### src/rtl/macfwd_pkg.sv
// ----------------------------------------------------------------------------
// macfwd_pkg
// Shared types and codes for the MAC learning forwarding block.
// ----------------------------------------------------------------------------
`default_nettype none

package macfwd_pkg;

   localparam int MacWidth  = 48;
   localparam int PortWidth = 3;
   localparam int MaskWidth = 8;

   typedef logic [MacWidth-1:0]  mac_type;
   typedef logic [PortWidth-1:0] port_type;
   typedef logic [MaskWidth-1:0] mask_type;
   typedef logic [1:0]           action_type;

   localparam action_type ACT_FORWARD = 2'd0;
   localparam action_type ACT_FLOOD   = 2'd1;
   localparam action_type ACT_DROP    = 2'd2;

   typedef struct packed {
      mac_type  mac;
      port_type port;
   } entry_type;

   typedef struct packed {
      action_type action;
      port_type   egress_port;
      mask_type   flood_mask;
      logic       learned;
      logic       table_full;
   } result_type;

endpackage

`default_nettype wire

### src/rtl/macfwd_table.sv
// ----------------------------------------------------------------------------
// macfwd_table
// Single-port-write, single-port-read synchronous MAC table with a registered read.
// ----------------------------------------------------------------------------
`default_nettype none

module macfwd_table #(
   parameter int TABLE_DEPTH = 64,
   parameter int AW          = 6
) (
   input  wire                        clock,
   input  wire                        wr_en,
   input  wire [AW-1:0]               wr_addr,
   input  wire macfwd_pkg::entry_type wr_data,
   input  wire                        rd_en,
   input  wire [AW-1:0]               rd_addr,
   output macfwd_pkg::entry_type      rd_data
);

   macfwd_pkg::entry_type mem_ff [TABLE_DEPTH];
   macfwd_pkg::entry_type rd_data_ff;

   always_ff @(posedge clock) begin
      if (wr_en) begin
         mem_ff[wr_addr] <= wr_data;
      end
   end

   always_ff @(posedge clock) begin
      if (rd_en) begin
         rd_data_ff <= mem_ff[rd_addr];
      end
   end

   assign rd_data = rd_data_ff;

endmodule

`default_nettype wire

### src/rtl/macfwd_ctrl.sv
// ----------------------------------------------------------------------------
// macfwd_ctrl
// Scan sequencer: walks the valid entries, resolves source and destination,
// learns the source and builds the forwarding result.
// ----------------------------------------------------------------------------
`default_nettype none

module macfwd_ctrl #(
   parameter int NUM_PORTS   = 8,
   parameter int TABLE_DEPTH = 64,
   parameter int AW          = 6,
   parameter int CW          = 7
) (
   input  wire                         clock,
   input  wire                         reset,
   input  wire                         req_valid,
   output logic                        req_stall,
   input  wire macfwd_pkg::mac_type    req_src_mac,
   input  wire macfwd_pkg::mac_type    req_dst_mac,
   input  wire macfwd_pkg::port_type   req_ingress_port,
   input  wire macfwd_pkg::mask_type   blocked_ports,
   input  wire                         out_free,
   output logic                        res_load,
   output macfwd_pkg::result_type      res_data,
   output logic                        wr_en,
   output logic [AW-1:0]               wr_addr,
   output macfwd_pkg::entry_type       wr_data,
   output logic                        rd_en,
   output logic [AW-1:0]               rd_addr,
   input  wire macfwd_pkg::entry_type  rd_data
);

   localparam logic [CW-1:0] DepthVal = CW'(TABLE_DEPTH);
   localparam macfwd_pkg::mask_type PortSetMask =
      (NUM_PORTS >= 8) ? 8'hFF : 8'((1 << NUM_PORTS) - 1);

   typedef enum logic [3:0] {
      ST_IDLE  = 4'b0001,
      ST_SCAN  = 4'b0010,
      ST_DRAIN = 4'b0100,
      ST_DONE  = 4'b1000
   } state_type;

   state_type              state_ff, state_in;
   logic [CW-1:0]          count_ff, count_in;
   logic [CW-1:0]          addr_ff, addr_in;
   logic                   rd_vld_ff, rd_vld_in;
   logic                   src_hit_ff, src_hit_in;
   logic                   dst_hit_ff, dst_hit_in;
   macfwd_pkg::port_type   dst_port_ff, dst_port_in;
   macfwd_pkg::mac_type    src_ff, dst_ff;
   macfwd_pkg::port_type   ing_ff;

   logic                   accept;
   logic                   scan_more;
   logic                   has_room;
   logic                   learn;
   logic                   dst_found;
   macfwd_pkg::port_type   dst_port;

   assign accept    = req_valid && !req_stall;
   assign req_stall = (state_ff != ST_IDLE);
   assign scan_more = (addr_ff < count_ff);
   assign has_room  = (count_ff < DepthVal);

   assign rd_en   = (state_ff == ST_SCAN) && scan_more;
   assign rd_addr = addr_ff[AW-1:0];

   // Learn decision and post-learn destination lookup
   assign learn     = !src_hit_ff && has_room;
   assign dst_found = dst_hit_ff || (learn && (dst_ff == src_ff));
   assign dst_port  = dst_hit_ff ? dst_port_ff : ing_ff;

   assign res_load = (state_ff == ST_DONE) && out_free;
   assign wr_en    = res_load && learn;
   assign wr_addr  = count_ff[AW-1:0];
   assign wr_data  = '{mac: src_ff, port: ing_ff};

   always_comb begin
      res_data             = '0;
      res_data.learned     = learn;
      res_data.table_full  = !src_hit_ff && !has_room;
      if (dst_found) begin
         if ((dst_port == ing_ff) || blocked_ports[dst_port]) begin
            res_data.action = macfwd_pkg::ACT_DROP;
         end else begin
            res_data.action      = macfwd_pkg::ACT_FORWARD;
            res_data.egress_port = dst_port;
         end
      end else begin
         res_data.action     = macfwd_pkg::ACT_FLOOD;
         res_data.flood_mask = PortSetMask & ~blocked_ports
                               & ~(macfwd_pkg::mask_type'(1) << ing_ff);
      end
   end

   always_comb begin
      state_in    = state_ff;
      count_in    = count_ff;
      addr_in     = addr_ff;
      src_hit_in  = src_hit_ff;
      dst_hit_in  = dst_hit_ff;
      dst_port_in = dst_port_ff;
      rd_vld_in   = rd_en;

      // Compare the entry read last cycle
      if (rd_vld_ff) begin
         if (rd_data.mac == src_ff) begin
            src_hit_in = 1'b1;
         end
         if (!dst_hit_ff && (rd_data.mac == dst_ff)) begin
            dst_hit_in  = 1'b1;
            dst_port_in = rd_data.port;
         end
      end

      unique case (state_ff)
         ST_IDLE: begin
            if (accept) begin
               addr_in    = '0;
               src_hit_in = 1'b0;
               dst_hit_in = 1'b0;
               state_in   = ST_SCAN;
            end
         end
         ST_SCAN: begin
            if (scan_more) begin
               addr_in = addr_ff + CW'(1);
            end else begin
               state_in = ST_DRAIN;
            end
         end
         ST_DRAIN: begin
            state_in = ST_DONE;
         end
         ST_DONE: begin
            if (res_load) begin
               if (learn) begin
                  count_in = count_ff + CW'(1);
               end
               state_in = ST_IDLE;
            end
         end
         default: begin
            state_in = ST_IDLE;
         end
      endcase
   end

   always_ff @(posedge clock) begin
      if (reset) begin
         state_ff  <= ST_IDLE;
         count_ff  <= '0;
         rd_vld_ff <= 1'b0;
      end else begin
         state_ff  <= state_in;
         count_ff  <= count_in;
         rd_vld_ff <= rd_vld_in;
      end
   end

   always_ff @(posedge clock) begin
      addr_ff     <= addr_in;
      src_hit_ff  <= src_hit_in;
      dst_hit_ff  <= dst_hit_in;
      dst_port_ff <= dst_port_in;
      if (accept) begin
         src_ff <= req_src_mac;
         dst_ff <= req_dst_mac;
         ing_ff <= req_ingress_port;
      end
   end

endmodule

`default_nettype wire

### src/rtl/mac_learning_switch_forward.sv
// ----------------------------------------------------------------------------
// mac_learning_switch_forward
// Sequence: one request at a time; the scan walks every entry below the count
//   through the single read port of the MAC table memory, then a drain and a
//   done state follow; the result loads once the output register is free.
// Overlap: a finished result waits in the output register while the next
//   request is taken.
// Reset: synchronous, active high; clears the entry count, blocked mask and
//   handshake state. The table itself is not cleared; only written entries
//   below the count are ever read.
// ----------------------------------------------------------------------------
`default_nettype none

module mac_learning_switch_forward #(
   parameter int NUM_PORTS   = 8,
   parameter int TABLE_DEPTH = 64
) (
   input  wire                   clock,
   input  wire                   reset,
   // request channel
   input  wire                   req_valid,
   output logic                  req_stall,
   input  wire [47:0]            req_src_mac,
   input  wire [47:0]            req_dst_mac,
   input  wire [2:0]             req_ingress_port,
   // response channel
   output logic                  rsp_valid,
   input  wire                   rsp_stall,
   output logic [1:0]            rsp_action,
   output logic [2:0]            rsp_egress_port,
   output logic [7:0]            rsp_flood_mask,
   output logic                  rsp_learned,
   output logic                  rsp_table_full,
   // configuration write channel
   input  wire                   csr_valid,
   output logic                  csr_ready,
   input  wire [7:0]             csr_blocked_ports
);

   localparam int AW = (TABLE_DEPTH > 1) ? $clog2(TABLE_DEPTH) : 1;
   localparam int CW = $clog2(TABLE_DEPTH + 1);

   macfwd_pkg::mask_type   blocked_ff;
   logic                   rsp_valid_ff;
   macfwd_pkg::result_type rsp_data_ff;

   logic                   out_free;
   logic                   res_load;
   macfwd_pkg::result_type res_data;
   logic                   wr_en;
   logic [AW-1:0]          wr_addr;
   macfwd_pkg::entry_type  wr_data;
   logic                   rd_en;
   logic [AW-1:0]          rd_addr;
   macfwd_pkg::entry_type  rd_data;

   // Configuration: always ready, take the mask on each write transaction.
   assign csr_ready = 1'b1;

   always_ff @(posedge clock) begin
      if (reset) begin
         blocked_ff <= '0;
      end else if (csr_valid && csr_ready) begin
         blocked_ff <= csr_blocked_ports;
      end
   end

   // Output register: free when empty or being drained this cycle.
   assign out_free = !rsp_valid_ff || !rsp_stall;

   always_ff @(posedge clock) begin
      if (reset) begin
         rsp_valid_ff <= 1'b0;
      end else if (res_load) begin
         rsp_valid_ff <= 1'b1;
      end else if (!rsp_stall) begin
         rsp_valid_ff <= 1'b0;
      end
   end

   always_ff @(posedge clock) begin
      if (res_load) begin
         rsp_data_ff <= res_data;
      end
   end

   assign rsp_valid       = rsp_valid_ff;
   assign rsp_action      = rsp_data_ff.action;
   assign rsp_egress_port = rsp_data_ff.egress_port;
   assign rsp_flood_mask  = rsp_data_ff.flood_mask;
   assign rsp_learned     = rsp_data_ff.learned;
   assign rsp_table_full  = rsp_data_ff.table_full;

   // Scan sequencer: reads the table, learns, and builds the result.
   macfwd_ctrl #(
      .NUM_PORTS   (NUM_PORTS),
      .TABLE_DEPTH (TABLE_DEPTH),
      .AW          (AW),
      .CW          (CW)
   ) u_ctrl (
      .clock            (clock),
      .reset            (reset),
      .req_valid        (req_valid),
      .req_stall        (req_stall),
      .req_src_mac      (req_src_mac),
      .req_dst_mac      (req_dst_mac),
      .req_ingress_port (req_ingress_port),
      .blocked_ports    (blocked_ff),
      .out_free         (out_free),
      .res_load         (res_load),
      .res_data         (res_data),
      .wr_en            (wr_en),
      .wr_addr          (wr_addr),
      .wr_data          (wr_data),
      .rd_en            (rd_en),
      .rd_addr          (rd_addr),
      .rd_data          (rd_data)
   );

   // MAC table memory; writes happen only after the scan has finished.
   macfwd_table #(
      .TABLE_DEPTH (TABLE_DEPTH),
      .AW          (AW)
   ) u_table (
      .clock   (clock),
      .wr_en   (wr_en),
      .wr_addr (wr_addr),
      .wr_data (wr_data),
      .rd_en   (rd_en),
      .rd_addr (rd_addr),
      .rd_data (rd_data)
   );

endmodule

`default_nettype wire
### config.mk
export PLATFORM = sky130hd
export DESIGN_NAME = mac_learning_switch_forward
export DESIGN_NICKNAME = d
export VERILOG_FILES = /design/src/rtl/macfwd_pkg.sv /design/src/rtl/macfwd_table.sv /design/src/rtl/macfwd_ctrl.sv /design/src/rtl/mac_learning_switch_forward.sv
export SDC_FILE = /design/constraint.sdc
export NUM_CORES = 2
export LEC_CHECK = 0
export ABC_AREA = 1
export BUFFER_PORTS_ARGS = -buffer_cell sky130_fd_sc_hd__buf_2
export CAP_MARGIN = 30
export CORE_MARGIN = 4
export CORE_UTILIZATION = 50
export DETAILED_ROUTE_END_ITERATION = 10
export HOLD_SLACK_MARGIN = 0.03
export PLACE_DENSITY_LB_ADDON = 0.3
export SLEW_MARGIN = 20
export SYNTH_ARGS = -nofsm -noshare
export SYNTH_HDL_FRONTEND = slang
export SYNTH_SLANG_ARGS = --single-unit
### constraint.sdc
create_clock -name clock -period 13.7 [get_ports clock]
set_clock_uncertainty 0.05 [all_clocks]
set_input_delay 2.74 -clock clock [delete_from_list [all_inputs] [get_ports clock]]
set_output_delay 2.74 -clock clock [all_outputs]
set_load 0.02 [all_outputs]
==> reports/metrics.yaml <==
crit_type: "register to register"
power_mw: 23.3
cts_resized: 0
tns_ns: 0
maxCapViolCount: 0
die-area_mm2: 0.291
fin_crit_ns: 5.59
syn-cell-area_mm2: 0.141
numPortBuffers: 128
grt_use_total: 0.293
crit_fanout: 196
fp.dieH_um: 539
syn_avg_cell_area_um2: 11.5
hp-start: "blocked_ff[3]"
fmax_mhz: 179
synth_cells: 12300
post-synth-top-area-cell: "edfxtp_1"
numCtsBuffers: 354
cp_slowest_cell: "buf_4"
routed_wl_mm: 440
synth_top_area_frac: 0.731
chipWidth_um: 539
grt_setup_unrepaired: "no"
crit_required_ns: 14.42
yosysSeqAreaShare: 0.734
synth_area_leaders: "edfxtp_1, nand2_1, nor2_1"
routed_via_density: 5.88
post-cts-setup-buffer-count: 0
layout_commonest_cell: "edfxtp_1"
worst_pin_slew_ns: 1.16
detail-route-antenna-nets: 0
synthArstFlopShare: 0
ys_ff_latch: 3462
grt_pass1_vias: 89100
slew_headroom: 0.226
p_leak_nw: 56.1
status: "finished clean"
pin_count: 130
power_density_mw_per_mm2: 148
ir_drop_mv: 0.137
core_mm2: 0.280
synth_top_family_by_area: "simple AND/OR/NAND/NOR gates"
htree_levels: 5
grt_max_degree: 213
grt_pass1_wl_mm: 624
synth_compound_gate_area_share: 0.0670
grt_overflow: 0
drive_gt1_frac: 0.0757
cp-end-kind: "register"
ff2ff_path_depth: 10
regToRegEndpoint: "u_table.rd_data[3]"
final_cell_mix: "edfxtp_1, nand2_1, nor2_1"
cts_tree: "built"
synthMuxAreaShare: 0
synth_ff_type: "edfxtp_1"
cts_hold_buf: 0
firstDrtPassIters: 6
maxSlewViolCount: 0
min_path_type: "register to register"
wl_per_cell_um: 26.9
min_path_cells: 2
fin_crit_sh: 0.408
rows: 194
vias: 96100
syn_to_final_growth_pct: 11.4
cpPeakStageDelay_ns: 0.81
startpoint_type: "register"
first_iter_violations: 16100
synthAdderAreaFrac: 0.000709
finalSetupViolCount: 0
cts_sinks: 3462
yosysWarnings: 0
crit_arrival_ns: 6.31
min_to: "blocked_ff[3]"
clk_path_buf_depth: 4
finalWeightedCongestion: 0.970
grt_antenna_before_repair: 49
synth-simple-area-share: 0.161
hold_violations: 0
cpMostUsedCell: "buf_4"
synth-edff-count: 3439
post_synth_num_cell_types: 33
nets: 12500
path_cells: "buf_4 > buf_4 > buf_4 > buf_12 > o21ai_0 > o211ai_1 > nand3_1 > nand2_1 > nand3_1 > nand2_1"
cts_root_buffer: "clkbuf_16"
rrSetupSlack_ns: 8.11
dp.final_hpwl_mm: 254
clk_latency_ns: 0.91
r2r_start: "u_ctrl.addr_ff[0]"
start_util: 0.504
path_clk_slew_ns: 0.07
synth.net_count: 12400
drcViolationCount: 0
synthXorXnorAreaFrac: 0.00198
## report_power, final
group          internal (mW)  switching (mW)  total [mW]
Sequential              11.8          0.0611        11.8
Combinational          0.520            1.79        2.31
Clock                   5.15            4.02        9.17
## cell families (layout without fill, tap and decap cells)
family / after synthesis / after routing
buf+inv: 1146 / 1488
other cells: 1 / 9
compound gates: 1762 / 1762
flops: 3462 / 3462
fa+ha+maj: 8 / 8
simple gates: 5868 / 5868
xor+xnor: 32 / 32
## how the worst max path moves through the flow
stage	startpoint	end	slack [ns]	depth (start not counted)
2_1_floorplan	req_valid	u_ctrl.addr_ff[0]	5.67	4
3_5_place_dp	rsp_stall	u_table.mem_ff[37][30]	7.67	8
4_1_cts	u_ctrl.addr_ff[0]	u_table.rd_data[38]	8.18	12
5_1_grt	u_ctrl.addr_ff[0]	u_table.rd_data[43]	7.90	13
6_report	u_ctrl.addr_ff[0]	u_table.rd_data[3]	8.11	10
3_3_place_gp	rsp_stall	u_table.mem_ff[8][36]	7.53	8
## Yosys cell counts (10+ instances only)
library cell  number
edfxtp_1        3439
nand2_1         2877
nor2_1          2436
o21ai_0         1182
nand3_1          532
inv_1            421
clkbuf_1         353
o211ai_1         243
o21ai_1          194
buf_2            186
a21oi_1          130
buf_4             70
buf_1             61
clkinv_1          25
dfxtp_1           23
xnor2_1           22
buf_6             15
inv_2             14
nand4_1           13
xor2_1            10
## worst max-delay path: cells and delay by family, from the launching register on
kind,cells,cell delay [ns]
DFF,1,0.55
buffers and inverters,4,2.96
AOI/OAI and AO/OA,2,0.57
and+or+nand+nor,4,0.89
## cell type report
type                       count  area (um^2)
tap                         3724         4660
antenna                        8         20.0
clock buffer                 441         9310
sequential                  3462       104000
timing repair buffer         391         3160
clock inverter               195         1500
multi-input combinational   7671        33100
inverter                     461         1780
fill                       22700       123000
## routing by layer
| layer | routed length, um | vias to the layer above | share of wire | global-route usage |
|---|---|---|---|---|
| li1 | - | 42300 | - | - |
| met1 | 169000 | 46900 | 0.38 | 0.418 |
| met2 | 192000 | 6021 | 0.44 | 0.429 |
| met3 | 60100 | 849 | 0.14 | 0.0786 |
| met4 | 19300 | 8 | 0.044 | 0.118 |
| met5 | 202 | - | 0.00046 | 0 |
## registers in the layout, indices dropped and copies added (netlist names), 2 cells and up
| signal | count |
|---|---|
| u_table.rd_data | 51 |
| u_ctrl.addr_ff | 7 |
| u_ctrl.dst_port_ff | 3 |
| u_ctrl.ing_ff | 3 |
| blocked_ff | 8 |
| u_ctrl.state_ff | 4 |
| u_ctrl.dst_ff | 48 |
| rsp_action | 2 |
| u_table.mem_ff | 3264 |
| u_ctrl.src_ff | 48 |
| rsp_flood_mask | 8 |
| u_ctrl.count_ff | 7 |
| rsp_egress_port | 3 |
## metrics by stage
| step | hold WS, ns | utilization | cell area [um^2] | instances | setup slack [ns] |
|---|---|---|---|---|---|
| CTS | 0.425 | 0.559 | 157000 | 16300 | 8.18 |
| global placement | 0.416 | 0.520 | 146000 | 15700 | 7.53 |
| floorplan | 0.350 | - | 141000 | 12300 | 5.67 |
| finish | 0.438 | 0.561 | 157000 | 16400 | 8.11 |
| global route | 0.460 | 0.561 | 157000 | 16300 | 7.90 |
| detailed placement | 0.415 | 0.521 | 146000 | 15700 | 7.67 |
Note: power is estimated with default switching activity, not from simulation.
